**config.mk**
```make
export PLATFORM = sky130hd
export DESIGN_NAME = i2c_register_read_master_flat
export DESIGN_NICKNAME = d
export VERILOG_FILES = /design/src/sv/i2crm_pkg.sv /design/src/sv/i2crm_ifs.sv /design/src/sv/i2crm_core.sv /design/src/sv/i2c_register_read_master.sv /design/src/flat_wrapper.sv
export SDC_FILE = /design/constraint.sdc
export NUM_CORES = 1
export LEC_CHECK = 0
export BUFFER_PORTS_ARGS = -buffer_cell sky130_fd_sc_hd__buf_2
export CELL_PAD_IN_SITES_DETAIL_PLACEMENT = 1
export CELL_PAD_IN_SITES_GLOBAL_PLACEMENT = 1
export CORE_ASPECT_RATIO = 0.6
export CORE_MARGIN = 2
export CORE_UTILIZATION = 40
export DETAILED_ROUTE_END_ITERATION = 10
export GPL_TIMING_DRIVEN = 0
export PLACE_DENSITY = 0.77
export SETUP_SLACK_MARGIN = 0.4
export SYNTH_ARGS = -nofsm -noshare
export SYNTH_HDL_FRONTEND = slang
export SYNTH_HIERARCHICAL = 1
export SYNTH_SLANG_ARGS = --single-unit
export TNS_END_PERCENT = 10
```
**constraint.sdc**
```tcl
create_clock -name clk -period 7.8 [get_ports clk]
set_input_delay 0.39 -clock clk [delete_from_list [all_inputs] [get_ports clk]]
set_output_delay 0.39 -clock clk [all_outputs]
set_load 0.01 [all_outputs]
```
**src/sv/i2crm_pkg.sv**
```systemverilog
// shared types and constants for the i2c register read master
package i2crm_pkg;

  localparam int DEV_ADDR_W = 7;
  localparam int BYTE_W     = 8;
  localparam int CNT_W      = 16;
  localparam int BIT_IDX_W  = 4;
  localparam int REC_CNT_W  = 4;
  localparam int STATUS_W   = 3;
  localparam int CFG_IDX_W  = 1;

  // number of scl pulses tried while sda is held low by a target
  localparam logic [REC_CNT_W-1:0] REC_PULSES = 4'd9;

  // reset values of the configuration registers
  localparam logic [CNT_W-1:0] HALF_PERIOD_RST = 16'd5;
  localparam logic [CNT_W-1:0] STRETCH_TO_RST  = 16'd1000;

  // configuration register indexes
  typedef enum logic [CFG_IDX_W-1:0] {
    CFG_HALF_PERIOD = 1'b0,
    CFG_STRETCH_TO  = 1'b1
  } cfg_reg_t;

  // completion status codes
  typedef enum logic [STATUS_W-1:0] {
    STAT_OK          = 3'd0,
    STAT_STRETCH_TO  = 3'd1,
    STAT_ADDR_NACK   = 3'd2,
    STAT_DATA_NACK   = 3'd3,
    STAT_ZERO_LENGTH = 3'd4
  } status_t;

  // bus sequencer phases
  typedef enum logic [4:0] {
    ST_CHECK,
    ST_IDLE,
    ST_START_HOLD, ST_START_WAIT, ST_START_HIGH, ST_START_LOW,
    ST_RSTART_HOLD, ST_RSTART_WAIT, ST_RSTART_HIGH, ST_RSTART_LOW,
    ST_WADR_LOW, ST_WADR_WAIT, ST_WADR_HIGH,
    ST_WREG_LOW, ST_WREG_WAIT, ST_WREG_HIGH,
    ST_RADR_LOW, ST_RADR_WAIT, ST_RADR_HIGH,
    ST_READ_LOW, ST_READ_WAIT, ST_READ_HIGH,
    ST_STOP_LOW, ST_STOP_WAIT, ST_STOP_HIGH, ST_STOP_END,
    ST_REC_START, ST_REC_HIGH, ST_REC_LOW,
    ST_REC_STOP1, ST_REC_STOP2, ST_REC_STOP3
  } phase_t;

  typedef struct packed {
    logic                  command;
    logic [DEV_ADDR_W-1:0] device_address;
    logic [BYTE_W-1:0]     register_address;
    logic [BYTE_W-1:0]     byte_count;
    logic                  scl_in;
    logic                  sda_in;
  } in_item_t;

  typedef struct packed {
    logic              scl_pull_low;
    logic              sda_pull_low;
    logic              busy_res;
    logic              data_valid;
    logic [BYTE_W-1:0] read_data;
    logic              last_byte;
    logic              done_res;
    status_t           status;
  } out_item_t;

  typedef struct packed {
    logic [CNT_W-1:0] half_period_ticks;
    logic [CNT_W-1:0] stretch_timeout_ticks;
  } cfg_t;

endpackage

```
**src/sv/i2crm_ifs.sv**
```systemverilog
// valid/ready channel interfaces for items, results and configuration
interface i2crm_in_if;
  import i2crm_pkg::*;

  logic                  valid;
  logic                  ready;
  logic                  command;
  logic [DEV_ADDR_W-1:0] device_address;
  logic [BYTE_W-1:0]     register_address;
  logic [BYTE_W-1:0]     byte_count;
  logic                  scl_in;
  logic                  sda_in;

  modport source (
    output valid, command, device_address, register_address, byte_count, scl_in, sda_in,
    input  ready
  );
  modport sink (
    input  valid, command, device_address, register_address, byte_count, scl_in, sda_in,
    output ready
  );
endinterface

interface i2crm_out_if;
  import i2crm_pkg::*;

  logic                valid;
  logic                ready;
  logic                scl_pull_low;
  logic                sda_pull_low;
  logic                busy_res;
  logic                data_valid;
  logic [BYTE_W-1:0]   read_data;
  logic                last_byte;
  logic                done_res;
  logic [STATUS_W-1:0] status;

  modport source (
    output valid, scl_pull_low, sda_pull_low, busy_res, data_valid, read_data, last_byte,
           done_res, status,
    input  ready
  );
  modport sink (
    input  valid, scl_pull_low, sda_pull_low, busy_res, data_valid, read_data, last_byte,
           done_res, status,
    output ready
  );
endinterface

interface i2crm_cfg_if;
  import i2crm_pkg::*;

  logic                 valid;
  logic                 ready;
  logic [CFG_IDX_W-1:0] reg_index;
  logic [CNT_W-1:0]     wr_data;

  modport source (output valid, reg_index, wr_data, input ready);
  modport sink (input valid, reg_index, wr_data, output ready);
endinterface

```
**src/sv/i2crm_core.sv**
```systemverilog
// bus sequencer: phase state, timing counters and byte shifter, one step per item
module i2crm_core (
  input  logic                 clk,
  input  logic                 rst_n,
  input  logic                 step_en,
  input  i2crm_pkg::in_item_t  item,
  input  i2crm_pkg::cfg_t      cfg,
  output i2crm_pkg::out_item_t res
);
  import i2crm_pkg::*;

  phase_t                phase_r, phase_nxt;
  logic [CNT_W-1:0]      hcnt_r, hcnt_nxt;
  logic [CNT_W-1:0]      scnt_r, scnt_nxt;
  logic [BIT_IDX_W-1:0]  bit_r, bit_nxt;
  logic [BYTE_W-1:0]     left_r, left_nxt;
  logic [BYTE_W-1:0]     shift_r, shift_nxt;
  logic [DEV_ADDR_W-1:0] dev_r, dev_nxt;
  logic [BYTE_W-1:0]     reg_r, reg_nxt;
  status_t               hstat_r, hstat_nxt;
  logic [REC_CNT_W-1:0]  recp_r, recp_nxt;
  logic                  scl_drv_r, scl_drv_nxt;
  logic                  sda_drv_r, sda_drv_nxt;

  // state as seen after the post-reset bus check
  phase_t                phase_e;
  status_t               hstat_e;
  logic [REC_CNT_W-1:0]  recp_e;
  logic                  scl_e, sda_e;

  logic [CNT_W-1:0]      hp_eff;
  logic                  half_hit, scl_to, rec_more;
  logic                  half_phase, wait_phase;
  logic [BIT_IDX_W-1:0]  bit_inc;

  // sda level driven for bit idx of a byte being sent (ack slot releases)
  function automatic logic write_bit(input logic [BYTE_W-1:0] b,
                                     input logic [BIT_IDX_W-1:0] idx);
    logic [2:0] sel;
    sel = 3'd7 - idx[2:0];
    return idx[BIT_IDX_W-1] ? 1'b0 : !b[sel];
  endfunction

  // bus check on the first step after reset
  always_comb begin
    phase_e = phase_r;
    hstat_e = hstat_r;
    recp_e  = recp_r;
    scl_e   = scl_drv_r;
    sda_e   = sda_drv_r;
    if (phase_r == ST_CHECK) begin
      if (!item.sda_in) begin
        phase_e = ST_REC_START;
        hstat_e = STAT_OK;
        recp_e  = '0;
        scl_e   = 1'b1;
        sda_e   = 1'b0;
      end else begin
        phase_e = ST_IDLE;
      end
    end
  end

  // timing events
  always_comb begin
    hp_eff   = (cfg.half_period_ticks == '0) ? CNT_W'(1) : cfg.half_period_ticks;
    half_hit = ({1'b0, hcnt_r} + (CNT_W+1)'(1)) >= {1'b0, hp_eff};
    scl_to   = !item.scl_in && (scnt_r >= cfg.stretch_timeout_ticks);
    rec_more = (recp_e < REC_PULSES) && !item.sda_in;
    bit_inc  = bit_r + BIT_IDX_W'(1);
  end

  // next phase
  always_comb begin
    phase_nxt = phase_e;
    unique case (phase_e)
      ST_CHECK, ST_IDLE: begin
        if (item.command && item.byte_count != '0) phase_nxt = ST_START_HOLD;
      end
      ST_START_HOLD:  if (half_hit) phase_nxt = ST_START_WAIT;
      ST_START_WAIT: begin
        if (item.scl_in) phase_nxt = ST_START_HIGH;
        else if (scl_to) phase_nxt = ST_REC_START;
      end
      ST_START_HIGH:  if (half_hit) phase_nxt = ST_START_LOW;
      ST_START_LOW:   if (half_hit) phase_nxt = ST_WADR_LOW;
      ST_RSTART_HOLD: if (half_hit) phase_nxt = ST_RSTART_WAIT;
      ST_RSTART_WAIT: begin
        if (item.scl_in) phase_nxt = ST_RSTART_HIGH;
        else if (scl_to) phase_nxt = ST_REC_START;
      end
      ST_RSTART_HIGH: if (half_hit) phase_nxt = ST_RSTART_LOW;
      ST_RSTART_LOW:  if (half_hit) phase_nxt = ST_RADR_LOW;
      ST_WADR_LOW:    if (half_hit) phase_nxt = ST_WADR_WAIT;
      ST_WREG_LOW:    if (half_hit) phase_nxt = ST_WREG_WAIT;
      ST_RADR_LOW:    if (half_hit) phase_nxt = ST_RADR_WAIT;
      ST_WADR_WAIT: begin
        if (item.scl_in) phase_nxt = ST_WADR_HIGH;
        else if (scl_to) phase_nxt = ST_REC_START;
      end
      ST_WREG_WAIT: begin
        if (item.scl_in) phase_nxt = ST_WREG_HIGH;
        else if (scl_to) phase_nxt = ST_REC_START;
      end
      ST_RADR_WAIT: begin
        if (item.scl_in) phase_nxt = ST_RADR_HIGH;
        else if (scl_to) phase_nxt = ST_REC_START;
      end
      ST_WADR_HIGH: begin
        if (half_hit) begin
          if (!bit_r[BIT_IDX_W-1]) phase_nxt = ST_WADR_LOW;
          else if (item.sda_in)    phase_nxt = ST_REC_START;
          else                     phase_nxt = ST_WREG_LOW;
        end
      end
      ST_WREG_HIGH: begin
        if (half_hit) begin
          if (!bit_r[BIT_IDX_W-1]) phase_nxt = ST_WREG_LOW;
          else if (item.sda_in)    phase_nxt = ST_REC_START;
          else                     phase_nxt = ST_RSTART_HOLD;
        end
      end
      ST_RADR_HIGH: begin
        if (half_hit) begin
          if (!bit_r[BIT_IDX_W-1]) phase_nxt = ST_RADR_LOW;
          else if (item.sda_in)    phase_nxt = ST_REC_START;
          else                     phase_nxt = ST_READ_LOW;
        end
      end
      ST_READ_LOW: if (half_hit) phase_nxt = ST_READ_WAIT;
      ST_READ_WAIT: begin
        if (item.scl_in) phase_nxt = ST_READ_HIGH;
        else if (scl_to) phase_nxt = ST_REC_START;
      end
      ST_READ_HIGH: begin
        if (half_hit) begin
          if (!bit_r[BIT_IDX_W-1] || left_r > BYTE_W'(1)) phase_nxt = ST_READ_LOW;
          else                                            phase_nxt = ST_STOP_LOW;
        end
      end
      ST_STOP_LOW:  if (half_hit) phase_nxt = ST_STOP_WAIT;
      ST_STOP_WAIT: if (item.scl_in || scl_to) phase_nxt = ST_STOP_HIGH;
      ST_STOP_HIGH: if (half_hit) phase_nxt = ST_STOP_END;
      ST_STOP_END: begin
        if (half_hit) phase_nxt = (hstat_e != STAT_OK) ? ST_REC_START : ST_IDLE;
      end
      ST_REC_START, ST_REC_LOW: begin
        if (half_hit) phase_nxt = rec_more ? ST_REC_HIGH : ST_REC_STOP1;
      end
      ST_REC_HIGH:  if (half_hit) phase_nxt = ST_REC_LOW;
      ST_REC_STOP1: if (half_hit) phase_nxt = ST_REC_STOP2;
      ST_REC_STOP2: if (half_hit) phase_nxt = ST_REC_STOP3;
      ST_REC_STOP3: if (half_hit) phase_nxt = ST_IDLE;
    endcase
  end

  // wire drives, shifter, held transaction fields and result
  always_comb begin
    scl_drv_nxt = scl_e;
    sda_drv_nxt = sda_e;
    hstat_nxt   = hstat_e;
    recp_nxt    = recp_e;
    bit_nxt     = bit_r;
    left_nxt    = left_r;
    shift_nxt   = shift_r;
    dev_nxt     = dev_r;
    reg_nxt     = reg_r;
    res         = '0;
    half_phase  = 1'b1;
    wait_phase  = 1'b0;

    case (phase_e)
      ST_CHECK, ST_IDLE: begin
        half_phase  = 1'b0;
        scl_drv_nxt = 1'b0;
        sda_drv_nxt = 1'b0;
        if (item.command) begin
          if (item.byte_count == '0) begin
            res.done_res = 1'b1;
            res.status   = STAT_ZERO_LENGTH;
          end else begin
            dev_nxt   = item.device_address;
            reg_nxt   = item.register_address;
            left_nxt  = item.byte_count;
            hstat_nxt = STAT_OK;
          end
        end
      end
      // scl released: rising scl edge
      ST_START_HOLD, ST_RSTART_HOLD, ST_WADR_LOW, ST_WREG_LOW, ST_RADR_LOW, ST_READ_LOW,
      ST_STOP_LOW, ST_REC_STOP1: begin
        if (half_hit) scl_drv_nxt = 1'b0;
      end
      // released scl, wait for the wire with stretch timeout
      ST_START_WAIT, ST_RSTART_WAIT, ST_WADR_WAIT, ST_WREG_WAIT, ST_RADR_WAIT,
      ST_READ_WAIT: begin
        half_phase = 1'b0;
        wait_phase = 1'b1;
        if (!item.scl_in && scl_to) begin
          hstat_nxt   = STAT_STRETCH_TO;
          scl_drv_nxt = 1'b1;
          sda_drv_nxt = 1'b0;
          recp_nxt    = '0;
        end
      end
      ST_STOP_WAIT: begin
        half_phase = 1'b0;
        wait_phase = 1'b1;
        if (!item.scl_in && scl_to) hstat_nxt = STAT_STRETCH_TO;
      end
      // start or repeated start: sda falls while scl is high
      ST_START_HIGH, ST_RSTART_HIGH: begin
        if (half_hit) sda_drv_nxt = 1'b1;
      end
      ST_START_LOW, ST_RSTART_LOW: begin
        if (half_hit) begin
          scl_drv_nxt = 1'b1;
          shift_nxt   = {dev_r, (phase_e == ST_RSTART_LOW)};
          bit_nxt     = '0;
          sda_drv_nxt = !dev_r[DEV_ADDR_W-1];
        end
      end
      // end of a sent bit or of the ack slot
      ST_WADR_HIGH, ST_WREG_HIGH, ST_RADR_HIGH: begin
        if (half_hit) begin
          scl_drv_nxt = 1'b1;
          if (!bit_r[BIT_IDX_W-1]) begin
            bit_nxt     = bit_inc;
            sda_drv_nxt = write_bit(shift_r, bit_inc);
          end else if (item.sda_in) begin
            hstat_nxt   = (phase_e == ST_WADR_HIGH) ? STAT_ADDR_NACK : STAT_DATA_NACK;
            sda_drv_nxt = 1'b0;
            recp_nxt    = '0;
          end else if (phase_e == ST_WADR_HIGH) begin
            shift_nxt   = reg_r;
            bit_nxt     = '0;
            sda_drv_nxt = !reg_r[BYTE_W-1];
          end else if (phase_e == ST_WREG_HIGH) begin
            sda_drv_nxt = 1'b0;
          end else begin
            bit_nxt     = '0;
            shift_nxt   = '0;
            sda_drv_nxt = 1'b0;
          end
        end
      end
      // sample a received bit, or finish the ack/nack slot
      ST_READ_HIGH: begin
        if (half_hit) begin
          scl_drv_nxt = 1'b1;
          if (!bit_r[BIT_IDX_W-1]) begin
            shift_nxt = {shift_r[BYTE_W-2:0], item.sda_in};
            bit_nxt   = bit_inc;
            if (bit_inc[BIT_IDX_W-1]) sda_drv_nxt = left_r > BYTE_W'(1);
          end else begin
            res.data_valid = 1'b1;
            res.read_data  = shift_r;
            res.last_byte  = left_r <= BYTE_W'(1);
            if (left_r > BYTE_W'(1)) begin
              sda_drv_nxt = 1'b0;
              left_nxt    = left_r - BYTE_W'(1);
              bit_nxt     = '0;
              shift_nxt   = '0;
            end else begin
              left_nxt    = '0;
              sda_drv_nxt = 1'b1;
            end
          end
        end
      end
      // stop: sda rises while scl is high
      ST_STOP_HIGH, ST_REC_STOP2: begin
        if (half_hit) sda_drv_nxt = 1'b0;
      end
      ST_STOP_END: begin
        if (half_hit) begin
          if (hstat_e != STAT_OK) begin
            scl_drv_nxt = 1'b1;
            sda_drv_nxt = 1'b0;
            recp_nxt    = '0;
          end else begin
            res.done_res = 1'b1;
            res.status   = STAT_OK;
          end
        end
      end
      // recovery pulses while sda is held low
      ST_REC_START, ST_REC_LOW: begin
        if (half_hit) begin
          if (rec_more) begin
            scl_drv_nxt = 1'b0;
            recp_nxt    = recp_e + REC_CNT_W'(1);
          end else begin
            sda_drv_nxt = 1'b1;
          end
        end
      end
      ST_REC_HIGH: begin
        if (half_hit) scl_drv_nxt = 1'b1;
      end
      ST_REC_STOP3: begin
        if (half_hit && hstat_e != STAT_OK) begin
          res.done_res = 1'b1;
          res.status   = hstat_e;
        end
      end
      default: begin
        half_phase = 1'b0;
      end
    endcase

    res.scl_pull_low = scl_drv_nxt;
    res.sda_pull_low = sda_drv_nxt;
    res.busy_res     = phase_nxt != ST_IDLE;
  end

  // timing counters restart on every phase change
  always_comb begin
    hcnt_nxt = hcnt_r;
    scnt_nxt = scnt_r;
    if (phase_nxt != phase_e) begin
      hcnt_nxt = '0;
      scnt_nxt = '0;
    end else begin
      if (half_phase) hcnt_nxt = hcnt_r + CNT_W'(1);
      if (wait_phase) scnt_nxt = scnt_r + CNT_W'(1);
    end
  end

  // state registers
  always_ff @(posedge clk) begin
    if (!rst_n) begin
      phase_r   <= ST_CHECK;
      hcnt_r    <= '0;
      scnt_r    <= '0;
      bit_r     <= '0;
      left_r    <= '0;
      shift_r   <= '0;
      dev_r     <= '0;
      reg_r     <= '0;
      hstat_r   <= STAT_OK;
      recp_r    <= '0;
      scl_drv_r <= 1'b0;
      sda_drv_r <= 1'b0;
    end else if (step_en) begin
      phase_r   <= phase_nxt;
      hcnt_r    <= hcnt_nxt;
      scnt_r    <= scnt_nxt;
      bit_r     <= bit_nxt;
      left_r    <= left_nxt;
      shift_r   <= shift_nxt;
      dev_r     <= dev_nxt;
      reg_r     <= reg_nxt;
      hstat_r   <= hstat_nxt;
      recp_r    <= recp_nxt;
      scl_drv_r <= scl_drv_nxt;
      sda_drv_r <= sda_drv_nxt;
    end
  end

endmodule

```
**src/sv/i2c_register_read_master.sv**
```systemverilog
// i2c register read master: tick channel in, one result per tick out
// an input transfer lands in the input register, and its result then moves into the output register
// throughput: one item per cycle while the result side is ready, set by the single-step sequencer between the registers
// the input and output registers each hold one transfer while the far side stalls
// reset (synchronous, rst_n low): bus check on the first tick, registers back to
// half period 5 and stretch timeout 1000, both channel registers emptied
module i2c_register_read_master (
  input  logic        clk,
  input  logic        rst_n,
  i2crm_in_if.sink    in_chan,
  i2crm_out_if.source out_chan,
  i2crm_cfg_if.sink   cfg_chan
);
  import i2crm_pkg::*;

  logic      in_valid_r;
  in_item_t  in_item_r;
  logic      out_valid_r;
  out_item_t out_item_r;
  cfg_t      cfg_r;
  out_item_t step_res;
  logic      out_free;
  logic      step;

  // handshake control
  assign out_free       = !out_valid_r || out_chan.ready;
  assign step           = in_valid_r && out_free;
  assign in_chan.ready  = !in_valid_r || step;
  assign cfg_chan.ready = 1'b1;

  // input register
  always_ff @(posedge clk) begin
    if (!rst_n) begin
      in_valid_r <= 1'b0;
    end else if (in_chan.valid && in_chan.ready) begin
      in_valid_r <= 1'b1;
    end else if (step) begin
      in_valid_r <= 1'b0;
    end
  end

  always_ff @(posedge clk) begin
    if (in_chan.valid && in_chan.ready) begin
      in_item_r.command          <= in_chan.command;
      in_item_r.device_address   <= in_chan.device_address;
      in_item_r.register_address <= in_chan.register_address;
      in_item_r.byte_count       <= in_chan.byte_count;
      in_item_r.scl_in           <= in_chan.scl_in;
      in_item_r.sda_in           <= in_chan.sda_in;
    end
  end

  // configuration writes
  always_ff @(posedge clk) begin
    if (!rst_n) begin
      cfg_r.half_period_ticks     <= HALF_PERIOD_RST;
      cfg_r.stretch_timeout_ticks <= STRETCH_TO_RST;
    end else if (cfg_chan.valid && cfg_chan.ready) begin
      unique case (cfg_reg_t'(cfg_chan.reg_index))
        CFG_HALF_PERIOD: cfg_r.half_period_ticks     <= cfg_chan.wr_data;
        CFG_STRETCH_TO:  cfg_r.stretch_timeout_ticks <= cfg_chan.wr_data;
      endcase
    end
  end

  // bus sequencer
  i2crm_core u_core (
    .clk     (clk),
    .rst_n   (rst_n),
    .step_en (step),
    .item    (in_item_r),
    .cfg     (cfg_r),
    .res     (step_res)
  );

  // output register
  always_ff @(posedge clk) begin
    if (!rst_n) begin
      out_valid_r <= 1'b0;
    end else if (step) begin
      out_valid_r <= 1'b1;
    end else if (out_chan.ready) begin
      out_valid_r <= 1'b0;
    end
  end

  always_ff @(posedge clk) begin
    if (step) begin
      out_item_r <= step_res;
    end
  end

  assign out_chan.valid        = out_valid_r;
  assign out_chan.scl_pull_low = out_item_r.scl_pull_low;
  assign out_chan.sda_pull_low = out_item_r.sda_pull_low;
  assign out_chan.busy_res     = out_item_r.busy_res;
  assign out_chan.data_valid   = out_item_r.data_valid;
  assign out_chan.read_data    = out_item_r.read_data;
  assign out_chan.last_byte    = out_item_r.last_byte;
  assign out_chan.done_res     = out_item_r.done_res;
  assign out_chan.status       = out_item_r.status;

  // a stepped item always lands in the output register
  assert property (@(posedge clk) disable iff (!rst_n) step |=> out_valid_r)
    else $error("stepped item did not reach the output register");

  // a received byte and a completion never share a result
  assert property (@(posedge clk) disable iff (!rst_n)
    out_valid_r |-> !(out_item_r.data_valid && out_item_r.done_res))
    else $error("data and completion in the same result");

  // status only carries meaning on completion
  assert property (@(posedge clk) disable iff (!rst_n)
    (out_valid_r && !out_item_r.done_res) |-> (out_item_r.status == STAT_OK))
    else $error("status set without completion");

  // last byte flag only comes with a received byte
  assert property (@(posedge clk) disable iff (!rst_n)
    (out_valid_r && out_item_r.last_byte) |-> out_item_r.data_valid)
    else $error("last byte flagged without data");

endmodule

```
**src/flat_wrapper.sv**
```systemverilog
// flat-port wrapper written by rule: the top's interface ports become plain ports
module i2c_register_read_master_flat import i2crm_pkg::*;
  (clk, rst_n, in_chan_valid, in_chan_command, in_chan_device_address, in_chan_register_address, in_chan_byte_count, in_chan_scl_in, in_chan_sda_in, in_chan_ready, out_chan_valid, out_chan_scl_pull_low, out_chan_sda_pull_low, out_chan_busy_res, out_chan_data_valid, out_chan_read_data, out_chan_last_byte, out_chan_done_res, out_chan_status, out_chan_ready, cfg_chan_valid, cfg_chan_reg_index, cfg_chan_wr_data, cfg_chan_ready);
  i2crm_in_if in_chan_i ();
  i2crm_out_if out_chan_i ();
  i2crm_cfg_if cfg_chan_i ();
  input  logic clk;
  input  logic rst_n;
  input wire logic [$bits(in_chan_i.valid)-1:0] in_chan_valid;
  input wire logic [$bits(in_chan_i.command)-1:0] in_chan_command;
  input wire logic [$bits(in_chan_i.device_address)-1:0] in_chan_device_address;
  input wire logic [$bits(in_chan_i.register_address)-1:0] in_chan_register_address;
  input wire logic [$bits(in_chan_i.byte_count)-1:0] in_chan_byte_count;
  input wire logic [$bits(in_chan_i.scl_in)-1:0] in_chan_scl_in;
  input wire logic [$bits(in_chan_i.sda_in)-1:0] in_chan_sda_in;
  output wire logic [$bits(in_chan_i.ready)-1:0] in_chan_ready;
  output wire logic [$bits(out_chan_i.valid)-1:0] out_chan_valid;
  output wire logic [$bits(out_chan_i.scl_pull_low)-1:0] out_chan_scl_pull_low;
  output wire logic [$bits(out_chan_i.sda_pull_low)-1:0] out_chan_sda_pull_low;
  output wire logic [$bits(out_chan_i.busy_res)-1:0] out_chan_busy_res;
  output wire logic [$bits(out_chan_i.data_valid)-1:0] out_chan_data_valid;
  output wire logic [$bits(out_chan_i.read_data)-1:0] out_chan_read_data;
  output wire logic [$bits(out_chan_i.last_byte)-1:0] out_chan_last_byte;
  output wire logic [$bits(out_chan_i.done_res)-1:0] out_chan_done_res;
  output wire logic [$bits(out_chan_i.status)-1:0] out_chan_status;
  input wire logic [$bits(out_chan_i.ready)-1:0] out_chan_ready;
  input wire logic [$bits(cfg_chan_i.valid)-1:0] cfg_chan_valid;
  input wire logic [$bits(cfg_chan_i.reg_index)-1:0] cfg_chan_reg_index;
  input wire logic [$bits(cfg_chan_i.wr_data)-1:0] cfg_chan_wr_data;
  output wire logic [$bits(cfg_chan_i.ready)-1:0] cfg_chan_ready;
  assign in_chan_i.valid = in_chan_valid;
  assign in_chan_i.command = in_chan_command;
  assign in_chan_i.device_address = in_chan_device_address;
  assign in_chan_i.register_address = in_chan_register_address;
  assign in_chan_i.byte_count = in_chan_byte_count;
  assign in_chan_i.scl_in = in_chan_scl_in;
  assign in_chan_i.sda_in = in_chan_sda_in;
  assign in_chan_ready = in_chan_i.ready;
  assign out_chan_valid = out_chan_i.valid;
  assign out_chan_scl_pull_low = out_chan_i.scl_pull_low;
  assign out_chan_sda_pull_low = out_chan_i.sda_pull_low;
  assign out_chan_busy_res = out_chan_i.busy_res;
  assign out_chan_data_valid = out_chan_i.data_valid;
  assign out_chan_read_data = out_chan_i.read_data;
  assign out_chan_last_byte = out_chan_i.last_byte;
  assign out_chan_done_res = out_chan_i.done_res;
  assign out_chan_status = out_chan_i.status;
  assign out_chan_i.ready = out_chan_ready;
  assign cfg_chan_i.valid = cfg_chan_valid;
  assign cfg_chan_i.reg_index = cfg_chan_reg_index;
  assign cfg_chan_i.wr_data = cfg_chan_wr_data;
  assign cfg_chan_ready = cfg_chan_i.ready;
  i2c_register_read_master u_core (.clk(clk), .rst_n(rst_n), .in_chan(in_chan_i), .out_chan(out_chan_i), .cfg_chan(cfg_chan_i));
endmodule
```
==> impl_metrics.py <==
metrics = {
    "floorplanning": {
        "dieArea_um2": 26000,
        "io_pins": 68,
        "start_util_pct": 40.8,
        "core_um2": 24200,
        "die_y_um": 126,
        "die_x_um": 207,
        "rows": 44,
    },
    "finish": {
        "drive_gt1_share_pct": 13.4,
        "final_cells": 1628,
        "synthToLayoutAreaGrowth_pct": 13.6,
        "fin_nets": 1379,
    },
    "sta": {
        "tns_ns": 0,
        "setup_viol": 0,
        "rsz0062_at_grt": "no",
        "period_share_pct": 70.2,
        "slew_headroom_pct": 8.16,
        "skew_ns": 0.0108,
        "period_needed_ns": 5.47,
        "tightest_slew_ns": 1.37,
        "final_hold_viol_count": 0,
        "slew_viol_final": 0,
        "max_freq_mhz": 183,
    },
    "placement": {
        "post-place-cells": 1595,
        "io_buffers": 65,
        "place.gp.congestion": 1.05,
        "place.detailed.hpwl_mm": 30.0,
    },
    "logic_synthesis": {
        "yosys_warnings": 6,
        "synthTopCellsByArea": "dfxtp_1 (23%), edfxtp_1 (13%), nand2_1 (7.3%)",
        "synth_cells": 1206,
        "yosys.area.top_type": "dfxtp_1",
        "syn_nets": 1293,
        "ys.flop_type": "dfxtp_1",
        "synth_commonest_cells": "nand2_1 (191), dfxtp_1 (115), a21oi_1 (80)",
        "yosysTopAreaCellShare_pct": 23.3,
        "synthArstFlopShare_pct": 0,
        "synth_edf_count": 43,
        "yosysSeqAreaShare_pct": 36.4,
        "synth.avg_cell_area_um2": 8.19,
        "netlist_area_um2": 9870,
        "synth_most_common_cell": "nand2_1",
        "synth_seq_cells": 158,
        "ys_types": 83,
    },
    "critical_path": {
        "rr_worst_depth": 19,
        "crit_slowest_cell": "dfxtp_1",
        "path_max_fanout": 10,
        "regToRegEndpoint": "u_core/u_core/scnt_r[5]",
        "worstSetupStartpointType": "register",
        "critPathRequiredTime_ns": 8.17,
        "crit_type": "reg -> reg",
        "cpPeakStageDelay_ns": 0.54,
        "regToRegStartpoint": "u_core/u_core/hcnt_r[0]",
        "endpoint_kind": "register",
        "startpoint": "u_core/u_core/hcnt_r[0]",
        "path_cells": "ha_1, and3_1, nand3_1, nor2b_1, and3_1, nand3_1, xnor2_1, ha_1, a21oi_1, o21ai_0, o21bai_1, nand4_1, o21ai_0, o32ai_1, or4_1, buf_2, buf_6, a21o_1, a21oi_2",
        "arrival_ns": 5.84,
        "r2r_slack_ns": 2.33,
    },
    "global_routing": {
        "grt_use_total_pct": 30.6,
        "grt-ovfl-total": 0,
        "antenna_found_initial": 0,
        "first_global_vias": 9546,
        "grt_pass1_wl_mm": 59.0,
        "grt_start_max_net_pins": 18,
    },
    "route": {
        "antenna_left": 0,
        "num_vias": 9914,
        "vias_per_cell": 6.09,
        "drtPass1Iterations": 5,
        "detailedRoute.firstIterationViolations": 1079,
        "drc": 0,
        "wl_per_cell_um": 24.0,
        "wl_mm": 39.1,
    },
    "min_path": {
        "hp-class": "in -> reg",
        "hold_start": "in_chan_register_address[7]",
        "hold_path_depth": 1,
        "worst_hold_path.endpoint": "u_core/in_item_r[17]",
    },
    "cts": {
        "cts_root_buf": "clkbuf_16",
        "cts_max_path_buffers": 2,
        "cts_tree": "yes",
        "clk_pin_slew_worst_paths_ns": 0.07,
        "ctsHoldBuffers": 0,
        "cts_buffers": 17,
        "worstSkewPairLatency_ns": 0.45,
        "clock-sinks": 158,
        "cts_setup_buffers": 0,
        "h-tree-depth": 4,
        "post_cts_resized": 0,
    },
    "power_and_ir_drop": {
        "post-layout-total-power_w": 0.00220,
        "irDropWorstVdd_v": 0.000114,
        "total_leakage_power_nw": 4.29,
        "p_per_area_nw_per_um2": 196,
    },
    "status": {
        "status": "complete, no violations",
    },
    "run": {
        "maxCapViolations": 0,
    },
}
per-stage QoR:
stage,worst slack [ns],hold WS (ns),instance area (um^2),utilization [%]
after global routing,2.07,0.0922,11200,46.3
after CTS,2.46,0.0904,11200,46.3
after floorplan,3.68,0.421,9870,-
after detailed placement,2.55,0.451,10700,44.0
after global placement,2.67,0.436,10600,43.8
final,2.33,0.110,11200,46.3
worst max path at each step:
stage	to	slack, ns	cells after the start
2_1_floorplan	u_core/u_core/hcnt_r[13]	3.68	20
3_3_place_gp	u_core/u_core/scnt_r[1]	2.67	19
3_5_place_dp	u_core/u_core/scnt_r[5]	2.55	19
4_1_cts	u_core/u_core/scnt_r[5]	2.46	19
5_1_grt	u_core/u_core/scnt_r[0]	2.07	19
6_report	u_core/u_core/scnt_r[5]	2.33	19
layout by cell type (no fill, tap or decap), types with 10 or more instances in the layout:
cell type and count:
nand2_1 191, dfxtp_1 115, buf_2 84, a21oi_1 79, nor2_1 76, inv_1 63
clkbuf_1 49, o21ai_0 47, edfxtp_1 43, nand3_1 41, ha_1 39, a21o_1 27
mux2i_1 26, nor3_1 23, and2_1 23, and3_1 20, a21oi_2 18, clkbuf_16 17
nand2b_1 17, a211oi_1 17, or3_1 17, nor2b_1 16, nand4_1 15, o211ai_1 14
nor4_1 11, xnor2_1 11, xor2_1 10
power by group:
| group | internal (W) | switching [W] |
|---|---|---|
| combinational | 0.000149 | 0.000328 |
| clock | 0.000467 | 0.000359 |
| sequential | 0.000873 | 0.0000237 |
| total | 0.00149 | 0.000711 |
logic make-up after synthesis:
family	count (synthesis)	share of synthesized area (%)
XOR/XNOR	21	1.86
buffers and inverters	148	6.87
other	1	0.0380
AO/OA/AOI/OAI	313	21.9
multiplexers	28	3.09
AND/OR/NAND/NOR	497	24.8
flip-flops	158	36.4
adder cells (fa/ha/maj)	40	5.04
worst max-delay path: cells and delay by family (launching register included):
kind                       cells  cell delay [ns]
and+or+nand+nor                7             2.12
adders and majority gates      2             0.59
AOI/OAI and AO/OA              7             1.51
DFF                            1             0.54
buffers and inverters          2             0.35
xor gates and xnor gates       1             0.26
flip-flops by register name (all words and copies together) (netlist names), 3 cells and up:
register,cells
u_core/u_core/dev_r,7
u_core/cfg_r,32
u_core/u_core/phase_r,5
u_core/u_core/shift_r,8
u_core/out_chan.status,3
u_core/u_core/hstat_r,3
u_core/u_core/reg_r,8
u_core/in_item_r,26
u_core/u_core/hcnt_r,16
u_core/u_core/left_r,8
u_core/u_core/scnt_r,16
u_core/u_core/recp_r,4
u_core/out_chan.read_data,8
u_core/u_core/bit_r,4
layer usage:
layer | global-route usage [%] | share of wire [%]
met2 | 37.7 | 37
met5 | 0 | 0
met4 | 6.55 | 0.91
met1 | 48.7 | 50
met3 | 11.7 | 12
cell type report:
type                            instances  area [um^2]
Multi-Input combinational cell        900         5610
Tap cell                              322          403
Clock buffer                           20          437
Sequential cell                       158         3590
Clock inverter                         12          121
Buffer                                 84          438
Inverter                               64          240
Timing Repair Buffer                   67          368
Antenna cell                            1         2.50
Fill cell                            2965        13000
(Power assumes the default switching activity.)
